$ cat config.mk
export PLATFORM = sky130hd
export DESIGN_NAME = weo_ctrl
export DESIGN_NICKNAME = d
export VERILOG_FILES = /design/src/hdl/weo_pkg.sv /design/src/hdl/weo_ctrl.sv
export SDC_FILE = /design/constraint.sdc
export NUM_CORES = 1
export LEC_CHECK = 0
export ABC_AREA = 1
export BUFFER_PORTS_ARGS = -buffer_cell sky130_fd_sc_hd__buf_2
export CORE_MARGIN = 4
export CORE_UTILIZATION = 37
export DETAILED_ROUTE_END_ITERATION = 6
export PLACE_DENSITY_LB_ADDON = 0.12
export SLEW_MARGIN = 10
export SYNTH_ARGS = -nofsm -noshare
export SYNTH_HDL_FRONTEND = slang
export SYNTH_SLANG_ARGS = --single-unit
export TNS_END_PERCENT = 10
$ cat constraint.sdc
create_clock -name clk -period 1.6 [get_ports clk]
set_clock_uncertainty 0.15 [all_clocks]
set_input_delay 0 -clock clk [delete_from_list [all_inputs] [get_ports clk]]
set_output_delay 0 -clock clk [all_outputs]
set_load 0.01 [all_outputs]
$ cat src/hdl/weo_pkg.sv
// Shared definitions for the wheel encoder odometry block.
// Field widths, register indexes, fixed-point constants, command and status types.
// No dependencies.
`default_nettype none

package weo_pkg;

	localparam int WHEELS_DEF = 4;

	localparam int STAMP_W    = 48;
	localparam int STEP_W     = 32;
	localparam int RATE_W     = 32;
	localparam int CNT_W      = 48;
	localparam int SPD_W      = 32;
	localparam int TRAV_W     = 64;
	localparam int CPR_W      = 20;
	localparam int RAD_W      = 18;
	localparam int MASK_W     = 4;
	localparam int CFG_IDX_W  = 2;
	localparam int CFG_DATA_W = 20;

	localparam logic [CFG_IDX_W-1:0] REG_CPR    = 2'd0;
	localparam logic [CFG_IDX_W-1:0] REG_RADIUS = 2'd1;
	localparam logic [CFG_IDX_W-1:0] REG_MASK   = 2'd2;

	localparam logic [CPR_W-1:0]  CPR_RST    = 20'd1024;
	localparam logic [RAD_W-1:0]  RADIUS_RST = 18'd19661;
	localparam logic [MASK_W-1:0] MASK_RST   = 4'hF;

	// 1/(2 pi) in Q0.32 and 2 pi in Q3.29
	localparam logic [29:0] INV_TWO_PI = 30'd683565276;
	localparam logic [31:0] TWO_PI     = 32'd3373259426;
	localparam logic [47:0] COUNT_CAP  = 48'h7FFF_FFFF_FFFF;
	localparam logic [59:0] DIST_CAP   = 60'd576460752303423488;

	localparam int OP_W = 5;
	localparam logic [OP_W-1:0] OP_NONE  = 5'd0;
	localparam logic [OP_W-1:0] OP_LOAD  = 5'd1;
	localparam logic [OP_W-1:0] OP_KA    = 5'd2;
	localparam logic [OP_W-1:0] OP_KB    = 5'd3;
	localparam logic [OP_W-1:0] OP_KC    = 5'd4;
	localparam logic [OP_W-1:0] OP_MUL   = 5'd5;
	localparam logic [OP_W-1:0] OP_ACC   = 5'd6;
	localparam logic [OP_W-1:0] OP_RATE  = 5'd7;
	localparam logic [OP_W-1:0] OP_ANG   = 5'd8;
	localparam logic [OP_W-1:0] OP_CNT   = 5'd9;
	localparam logic [OP_W-1:0] OP_DSPD  = 5'd10;
	localparam logic [OP_W-1:0] OP_DSTEP = 5'd11;
	localparam logic [OP_W-1:0] OP_SPD   = 5'd12;
	localparam logic [OP_W-1:0] OP_DDST  = 5'd13;
	localparam logic [OP_W-1:0] OP_DIST  = 5'd14;
	localparam logic [OP_W-1:0] OP_DMEAN = 5'd15;
	localparam logic [OP_W-1:0] OP_MEAN  = 5'd16;
	localparam logic [OP_W-1:0] OP_VSPD  = 5'd17;
	localparam logic [OP_W-1:0] OP_DTOT  = 5'd18;
	localparam logic [OP_W-1:0] OP_TOT   = 5'd19;
	localparam logic [OP_W-1:0] OP_OUT   = 5'd20;

	typedef struct packed {
		logic [OP_W-1:0] op;
		logic [1:0]      ia;
		logic            ib;
		logic [1:0]      sh;
	} cmd_t;

	typedef struct packed {
		logic bad;
		logic none_used;
		logic out_free;
	} sts_t;

endpackage

`default_nettype wire

$ cat src/hdl/weo_ctrl.sv
// Sequencer for the wheel encoder odometry block.
// Steps the datapath through multiply, divide and update phases per wheel.
// Depends on weo_pkg.
`default_nettype none

module weo_ctrl #(
	parameter int WHEELS = weo_pkg::WHEELS_DEF,
	localparam int WIDX = (WHEELS > 1) ? $clog2(WHEELS) : 1
) (
	input  wire logic          clk,
	input  wire logic          arst_n,
	input  wire logic          s_tvalid,
	output logic               s_tready,
	input  wire weo_pkg::sts_t sts,
	output weo_pkg::cmd_t      cmd,
	output logic [WIDX-1:0]    wheel
);
	import weo_pkg::*;

	localparam logic [4:0] S_IDLE  = 5'd0;
	localparam logic [4:0] S_CHK   = 5'd1;
	localparam logic [4:0] S_KA    = 5'd2;
	localparam logic [4:0] S_KB    = 5'd3;
	localparam logic [4:0] S_KC    = 5'd4;
	localparam logic [4:0] S_RATE  = 5'd5;
	localparam logic [4:0] S_ANG   = 5'd6;
	localparam logic [4:0] S_CNT   = 5'd7;
	localparam logic [4:0] S_DSPD  = 5'd8;
	localparam logic [4:0] S_SPD   = 5'd9;
	localparam logic [4:0] S_DDST  = 5'd10;
	localparam logic [4:0] S_DIST  = 5'd11;
	localparam logic [4:0] S_FIN   = 5'd12;
	localparam logic [4:0] S_DMEAN = 5'd13;
	localparam logic [4:0] S_MEAN  = 5'd14;
	localparam logic [4:0] S_VSPD  = 5'd15;
	localparam logic [4:0] S_DTOT  = 5'd16;
	localparam logic [4:0] S_TOT   = 5'd17;
	localparam logic [4:0] S_OUT   = 5'd18;
	localparam logic [4:0] S_MUL   = 5'd19;
	localparam logic [4:0] S_ACC   = 5'd20;
	localparam logic [4:0] S_DIV   = 5'd21;

	localparam logic [2:0] MK_K1   = 3'd0;
	localparam logic [2:0] MK_K2   = 3'd1;
	localparam logic [2:0] MK_RATE = 3'd2;
	localparam logic [2:0] MK_ANG  = 3'd3;
	localparam logic [2:0] MK_BASE = 3'd4;
	localparam logic [2:0] MK_RAD  = 3'd5;
	localparam logic [2:0] MK_VEH  = 3'd6;

	localparam logic [1:0] DK_SPD  = 2'd0;
	localparam logic [1:0] DK_DST  = 2'd1;
	localparam logic [1:0] DK_MEAN = 2'd2;
	localparam logic [1:0] DK_TOT  = 2'd3;

	logic [4:0]      state_q, state_d;
	logic [2:0]      mk_q, mk_d;
	logic [1:0]      dk_q, dk_d;
	logic [1:0]      pc_q, pc_d;
	logic [5:0]      dc_q, dc_d;
	logic [WIDX-1:0] wheel_q, wheel_d;

	logic [1:0] sc_ia;
	logic       sc_ib;
	logic [1:0] sc_sh;
	logic [1:0] sc_last;
	logic [4:0] mul_next;
	logic [4:0] div_next;

	always_comb begin
		sc_ia   = 2'd0;
		sc_ib   = 1'b0;
		sc_sh   = 2'd0;
		sc_last = 2'd0;
		unique case (mk_q)
			MK_ANG: begin
				sc_ia   = {1'b0, pc_q[1]};
				sc_ib   = pc_q[0];
				sc_sh   = {1'b0, pc_q[1]} + {1'b0, pc_q[0]};
				sc_last = 2'd3;
			end
			MK_BASE: begin
				sc_ia   = pc_q;
				sc_sh   = pc_q;
				sc_last = 2'd1;
			end
			MK_RAD: begin
				sc_ia   = pc_q;
				sc_sh   = pc_q;
				sc_last = 2'd2;
			end
			default: ;
		endcase
	end

	always_comb begin
		unique case (mk_q)
			MK_K1:   mul_next = S_KB;
			MK_K2:   mul_next = S_KC;
			MK_RATE: mul_next = S_ANG;
			MK_ANG:  mul_next = S_CNT;
			MK_BASE: mul_next = S_DSPD;
			MK_RAD:  mul_next = S_DDST;
			MK_VEH:  mul_next = S_VSPD;
			default: mul_next = S_IDLE;
		endcase
		unique case (dk_q)
			DK_SPD:  div_next = S_SPD;
			DK_DST:  div_next = S_DIST;
			DK_MEAN: div_next = S_MEAN;
			DK_TOT:  div_next = S_TOT;
			default: div_next = S_IDLE;
		endcase
	end

	always_comb begin
		state_d = state_q;
		mk_d    = mk_q;
		dk_d    = dk_q;
		pc_d    = pc_q;
		dc_d    = dc_q;
		wheel_d = wheel_q;
		cmd     = '0;
		cmd.op  = OP_NONE;
		unique case (state_q)
			S_IDLE: begin
				if (s_tvalid) begin
					cmd.op  = OP_LOAD;
					state_d = S_CHK;
				end
			end
			S_CHK: begin
				wheel_d = '0;
				state_d = sts.bad ? S_OUT : S_KA;
			end
			S_KA: begin
				cmd.op  = OP_KA;
				mk_d    = MK_K1;
				pc_d    = 2'd0;
				state_d = S_MUL;
			end
			S_KB: begin
				cmd.op  = OP_KB;
				mk_d    = MK_K2;
				pc_d    = 2'd0;
				state_d = S_MUL;
			end
			S_KC: begin
				cmd.op  = OP_KC;
				state_d = S_RATE;
			end
			S_RATE: begin
				cmd.op  = OP_RATE;
				mk_d    = MK_RATE;
				pc_d    = 2'd0;
				state_d = S_MUL;
			end
			S_ANG: begin
				cmd.op  = OP_ANG;
				mk_d    = MK_ANG;
				pc_d    = 2'd0;
				state_d = S_MUL;
			end
			S_CNT: begin
				cmd.op  = OP_CNT;
				mk_d    = MK_BASE;
				pc_d    = 2'd0;
				state_d = S_MUL;
			end
			S_DSPD: begin
				cmd.op  = OP_DSPD;
				dk_d    = DK_SPD;
				dc_d    = 6'd0;
				state_d = S_DIV;
			end
			S_SPD: begin
				cmd.op  = OP_SPD;
				mk_d    = MK_RAD;
				pc_d    = 2'd0;
				state_d = S_MUL;
			end
			S_DDST: begin
				cmd.op  = OP_DDST;
				dk_d    = DK_DST;
				dc_d    = 6'd0;
				state_d = S_DIV;
			end
			S_DIST: begin
				cmd.op = OP_DIST;
				if (wheel_q == WIDX'(WHEELS - 1)) begin
					state_d = S_FIN;
				end else begin
					wheel_d = wheel_q + 1'b1;
					state_d = S_RATE;
				end
			end
			S_FIN: begin
				state_d = sts.none_used ? S_OUT : S_DMEAN;
			end
			S_DMEAN: begin
				cmd.op  = OP_DMEAN;
				dk_d    = DK_MEAN;
				dc_d    = 6'd0;
				state_d = S_DIV;
			end
			S_MEAN: begin
				cmd.op  = OP_MEAN;
				mk_d    = MK_VEH;
				pc_d    = 2'd0;
				state_d = S_MUL;
			end
			S_VSPD: begin
				cmd.op  = OP_VSPD;
				state_d = S_DTOT;
			end
			S_DTOT: begin
				cmd.op  = OP_DTOT;
				dk_d    = DK_TOT;
				dc_d    = 6'd0;
				state_d = S_DIV;
			end
			S_TOT: begin
				cmd.op  = OP_TOT;
				state_d = S_OUT;
			end
			S_OUT: begin
				if (sts.out_free) begin
					cmd.op  = OP_OUT;
					state_d = S_IDLE;
				end
			end
			S_MUL: begin
				cmd.op  = OP_MUL;
				cmd.ia  = sc_ia;
				cmd.ib  = sc_ib;
				state_d = S_ACC;
			end
			S_ACC: begin
				cmd.op = OP_ACC;
				cmd.sh = sc_sh;
				if (pc_q == sc_last) begin
					state_d = mul_next;
				end else begin
					pc_d    = pc_q + 2'd1;
					state_d = S_MUL;
				end
			end
			S_DIV: begin
				cmd.op = OP_DSTEP;
				dc_d   = dc_q + 6'd1;
				if (dc_q == 6'd63) begin
					state_d = div_next;
				end
			end
			default: state_d = S_IDLE;
		endcase
	end

	always_ff @(posedge clk or negedge arst_n) begin
		if (!arst_n) begin
			state_q <= S_IDLE;
			mk_q    <= MK_K1;
			dk_q    <= DK_SPD;
			pc_q    <= 2'd0;
			dc_q    <= 6'd0;
			wheel_q <= '0;
		end else begin
			state_q <= state_d;
			mk_q    <= mk_d;
			dk_q    <= dk_d;
			pc_q    <= pc_d;
			dc_q    <= dc_d;
			wheel_q <= wheel_d;
		end
	end

	assign s_tready = (state_q == S_IDLE);
	assign wheel    = wheel_q;

endmodule

`default_nettype wire

Word-level counts from Yosys, hierarchy flattened

Cells that the tools add are included.

Mux-type cells: 26
$add $sub $neg: 4
Equal/unequal tests: 38
Reduce and logical (&&, ||, !) cells: 14

Operator list:

| operator            | number |
|---|---|
| $pmux 5 s20         | 1 |
| $pmux 5 s13         | 1 |
| $eq 5x4->1 const B  | 8 |
| $mux 5              | 7 |
| $eq 5x5->1 const B  | 6 |
| $pmux 4 s7          | 1 |
| $pmux 3 s7          | 1 |
| $eq 5x3->1 const B  | 4 |
| $pmux 5 s4          | 1 |
| $pmux 2 s2          | 4 |
| $pmux 6 s2          | 1 |
| $eq 5x2->1 const B  | 2 |
| $ne 2x2->1 const B  | 5 |
| $eq 3x3->1 const B  | 3 |
| $pmux 2 s4          | 1 |
| $reduce_bool 7->1   | 1 |
| $reduce_or 7->1     | 1 |
| $add 6x1->6 const B | 1 |
| $eq 2x2->1 const B  | 3 |
| $eq 3x2->1 const B  | 2 |
| $eq 6x6->1 const B  | 1 |
| $mux 2              | 3 |
| $pmux 2 s3          | 1 |
| $reduce_bool 2->1   | 3 |
| 17 further kinds    | 20 |

Register bits: 20
Bits of input ports: 6
Output and inout port bits: 13

Depth between registers and ports, before layout

Depth in word-level cells: 5
Gate-level depth with buffers: 12
Depth with buffers taken out: 11

Least setup slack after synthesis

Ideal clock, no wire load.

Path type: register -> register
From: reg state_q[2]
To: reg state_q[0]
Arrival time: 1255 ps
Data required time: 1333 ps
Slack: 78 ps
Cell stages (with the launch flop): 12
Setup time: 117 ps
Cell sequence: dfrtp_1 -> buf_4 -> inv_2 -> nor2_2 -> inv_2 -> nor2_2 -> nor2_2 -> nand2_1 -> nor2_4 -> nand3_1 -> nand2_1 -> nand2_1

Word-level cells in the longest chain between the ends: 3

RTL lines:

| what                                                           | line            | RTL |
|---|---|---|
| start, declared                                                | weo_ctrl.sv:56  | `logic [4:0] state_q, state_d;` |
| start signal, assigned                                         | weo_ctrl.sv:268 | `state_q <= state_d;` |
| $eq 5x4->1, or another cell as far along                       | weo_ctrl.sv:125 | `unique case (state_q)` |
| $reduce_or 7->1 (no source line), or another cell as far along | --              |  |
| $pmux 5 s13 / $reduce_and 3->1 (equally long branches)         | --              |  |

Several ways; a longest one is shown, not always the timed one.
A chain may end at the register's enable or synchronous reset.

==> results.sh <==
export IMPL_outcome="complete, but fails checks"
export IMPL_violations="negative setup slack"
export IMPL_initial_core_util_pct=39.64
export IMPL_die_w_microns=74.64
export IMPL_clkTransAtPathRegs_ps=90
export IMPL_max_stage_delay_ps=510
export IMPL_sequentialPowerShare_pct=18.3
export IMPL_tightestPinTransition_ps=499.2
export IMPL_synth_cells=260
export IMPL_start_kind="flop"
export IMPL_drive_gt1_share_pct=45.06
export IMPL_clk_latency_ps=270
export IMPL_clock_path_buffers=2
export IMPL_gp_congestion=0.8721
export IMPL_dieArea_sq_um=5570
export IMPL_drv_cap=0
export IMPL_post_dp_hpwl_microns=3826
export IMPL_postRouteAntennaNets=0
export IMPL_grt_start_max_net_pins=21
export IMPL_reg2reg_slack_ps=-220
export IMPL_instances_no_fill=394
export IMPL_powerDensity_nw_per_um2=1920
export IMPL_avgRoutedWirePerCell_microns=14.88
export IMPL_synth_warnings=0
export IMPL_vdd_drop_max_mv=0.7265
export IMPL_syn_to_final_growth_pct=60.24
export IMPL_route_detailed_drc=0
export IMPL_crit_top_cell="nor2_4"
export IMPL_portBuffers=18
export IMPL_synth_edff_count=0
export IMPL_yosysSeqAreaShare_pct=30.46
export IMPL_maxSlewViolCount=0
export IMPL_vias_per_cell=5.155
export IMPL_yosys_top_cells_count="74 x nand2_1, 35 x nand3_1, 33 x inv_1, 30 x nor2_1, 20 x dfrtp_1"
export IMPL_ys_top_cells_by_area="dfrtp_1 30%, nand2_1 17%, nand3_1 11%"
export IMPL_grt_pass1_wl_microns=8507
export IMPL_ios=19
export IMPL_critPathRequiredTime_ps=1450
export IMPL_routed_wl_microns=5862
export IMPL_switching_share_pct=47.54
export IMPL_clock_sinks=20
export IMPL_hp_class="in -> reg"
export IMPL_dr_first_iter_drc_count=90
export IMPL_total_power_uw=5055
export IMPL_critPathTopFamily="simple AND/OR/NAND/NOR gates"
export IMPL_pwr_share_comb_pct=71.3
export IMPL_synth_fp_nets=272
export IMPL_p_leak_uw=0.001387
export IMPL_finalCritPeriodShare_pct=115.4
export IMPL_root_buffer="clkbuf_8"
export IMPL_dieHeight_microns=74.64
export IMPL_dp_cells=373
export IMPL_cp_cell_sequence="nor2_4 > nand2_2 > nor2_4 > nor2_2 > buf_4 > nand4_1 > buf_2"
export IMPL_synth_top_area_share_pct=30.46
export IMPL_fin_tns_setup_ps=-4716
export IMPL_antenna_found_initial=0
export IMPL_fmax_mhz=541.6
export IMPL_final_area_sq_um=2633
export IMPL_ys_ff_latch=20
export IMPL_layout_min_cycle_time_ps=1846
export IMPL_rsz0062_at_grt="yes"
export IMPL_syn_area_sq_um=1643
export IMPL_cp_num_buf_inv=2
export IMPL_core_area_sq_um=4144
export IMPL_finalSetupViolations=30
export IMPL_yosysMostFrequentCell="nand2_1"
export IMPL_switching_power_uw=2403
export IMPL_hold_violations=0
export IMPL_rows=23
export IMPL_cp_slowest_cell="dfrtp_2"
export IMPL_htree_levels=1
export IMPL_setup_slack_ps=-246.3
export IMPL_critPathKind="reg -> out"
export IMPL_overflow=0
export IMPL_dpl_cell_area_sq_um=2141
export IMPL_async_flop_share_pct=100.0
export IMPL_numCtsBuffers=3
export IMPL_first_pass_iters=4
export IMPL_syn_area_per_cell_sq_um=6.319
export IMPL_endpoint_kind="output pin"
export IMPL_synth_top_area_cell="dfrtp_1"
export IMPL_pwr_share_clk_pct=10.4
export IMPL_grtUsageTotal_pct=19.88
export IMPL_final_util_pct=63.53
export IMPL_vias=2031
export IMPL_grt_pass1_vias=1881
export IMPL_nets=357
export IMPL_slew_headroom_pct=66.72
export IMPL_critPathArrivalTime_ps=1700
export IMPL_cts_tree="yes"
export IMPL_critPathMaxFanout=6
export IMPL_ys_flop_type="dfrtp_1"
export IMPL_internal_power_uw=2652
export IMPL_synth_cell_types=29
export IMPL_antenna_cells=0
-- worst paths after layout --
path | start | depth (start not counted) | end
max | state_q[2] | 7 | cmd[5]
min reg2reg | wheel[0] | 1 | wheel[0]
max reg2reg | state_q[2] | 7 | state_q[3]
max in group asynchronous | arst_n | 2 | state_q[3]
min in group asynchronous | arst_n | 2 | wheel[1]
min | sts[1] | 7 | state_q[4]
-- state kept, by name, indices dropped and copies added, names as in the netlist --
| register | flops |
|---|---|
| mk_q | 3 |
| wheel | 2 |
| dc_q | 6 |
| dk_q | 2 |
| pc_q | 2 |
| state_q | 5 |
-- timing repair --
action                                  CTS  global route
endpoints found under the setup margin   29            30
endpoints found under the hold margin    20             0
cloned                                    0             0
setup buffers                             6            10
pin swaps                                10            16
hold buffers                              1             0
gates resized for setup                  31            52
-- tightest hold or removal path, stage by stage --
cell and delay (ps):
buf_2 90, a21oi_1 60, nand2_1 70, nor2_1 50, nand3_1 50, nand2_1 40, nand2_1 40
-- per-layer routing --
layer,GRT usage (%),wire [microns]
met5,0,0
met4,6.522,225
met3,4.139,264
met2,35.02,2966
met1,24.15,2405
-- stage by stage --
stage	setup slack, ps	hold slack, ps
global placement	-187.8	-159.9
finish	-246.3	30.14
global route	-317.6	88.40
detailed placement	-175.4	-158.8
floorplan	77.86	-445.6
CTS	-169.4	9.657
-- cell families (layout without fill, tap and decap cells) --
| logic type | after synthesis | count (layout) | synth area share [%] |
|---|---|---|---|
| flip-flops | 20 | 20 | 30.46 |
| multiplexers | 1 | 1 | 0.6093 |
| buffers and inverters | 42 | 126 | 10.05 |
| adder cells (fa/ha/maj) | 6 | 6 | 4.570 |
| AO/OA/AOI/OAI | 29 | 29 | 10.13 |
| AND/OR/NAND/NOR | 162 | 162 | 44.17 |
-- placed cells by master, fill, tap and decap left out, drive strengths merged --
cell and n:
ha 6, o31ai 1, clkbuf 3, dlygate4sd3 1, o22ai 1, a21oi 11, mux2i 1, a21boi 1
nand3 35, inv 38, nand4 3, nand2 76, o211ai 2, nor2 39, nor3 6, and2 1
bufinv 1, dfrtp 20, buf 83, a211oi 1, o21ai 12, nor4 1, nand3b 1
-- area by class of cell --
class / count / area [sq um]
fillers: 371 / 1511
multi-input cells: 198 / 1209
repair buffers: 84 / 631.9
flip-flops and latches: 20 / 505.5
inverters: 38 / 152.6
well taps: 50 / 62.56
clock buffers: 3 / 41.29
clock inverters: 1 / 30.03
-- power by group through the flow --
stage / clock [uW] / combinational (uW) / sequential [uW]
after floorplan: 0 / 1600 / 806
after global placement: 0 / 2630 / 874
after detailed placement: 0 / 2630 / 873
after CTS: 539 / 2900 / 882
after global routing: 551 / 3940 / 945
final: 524 / 3600 / 927
No activity file was read; power rests on OpenSTA's default activity.
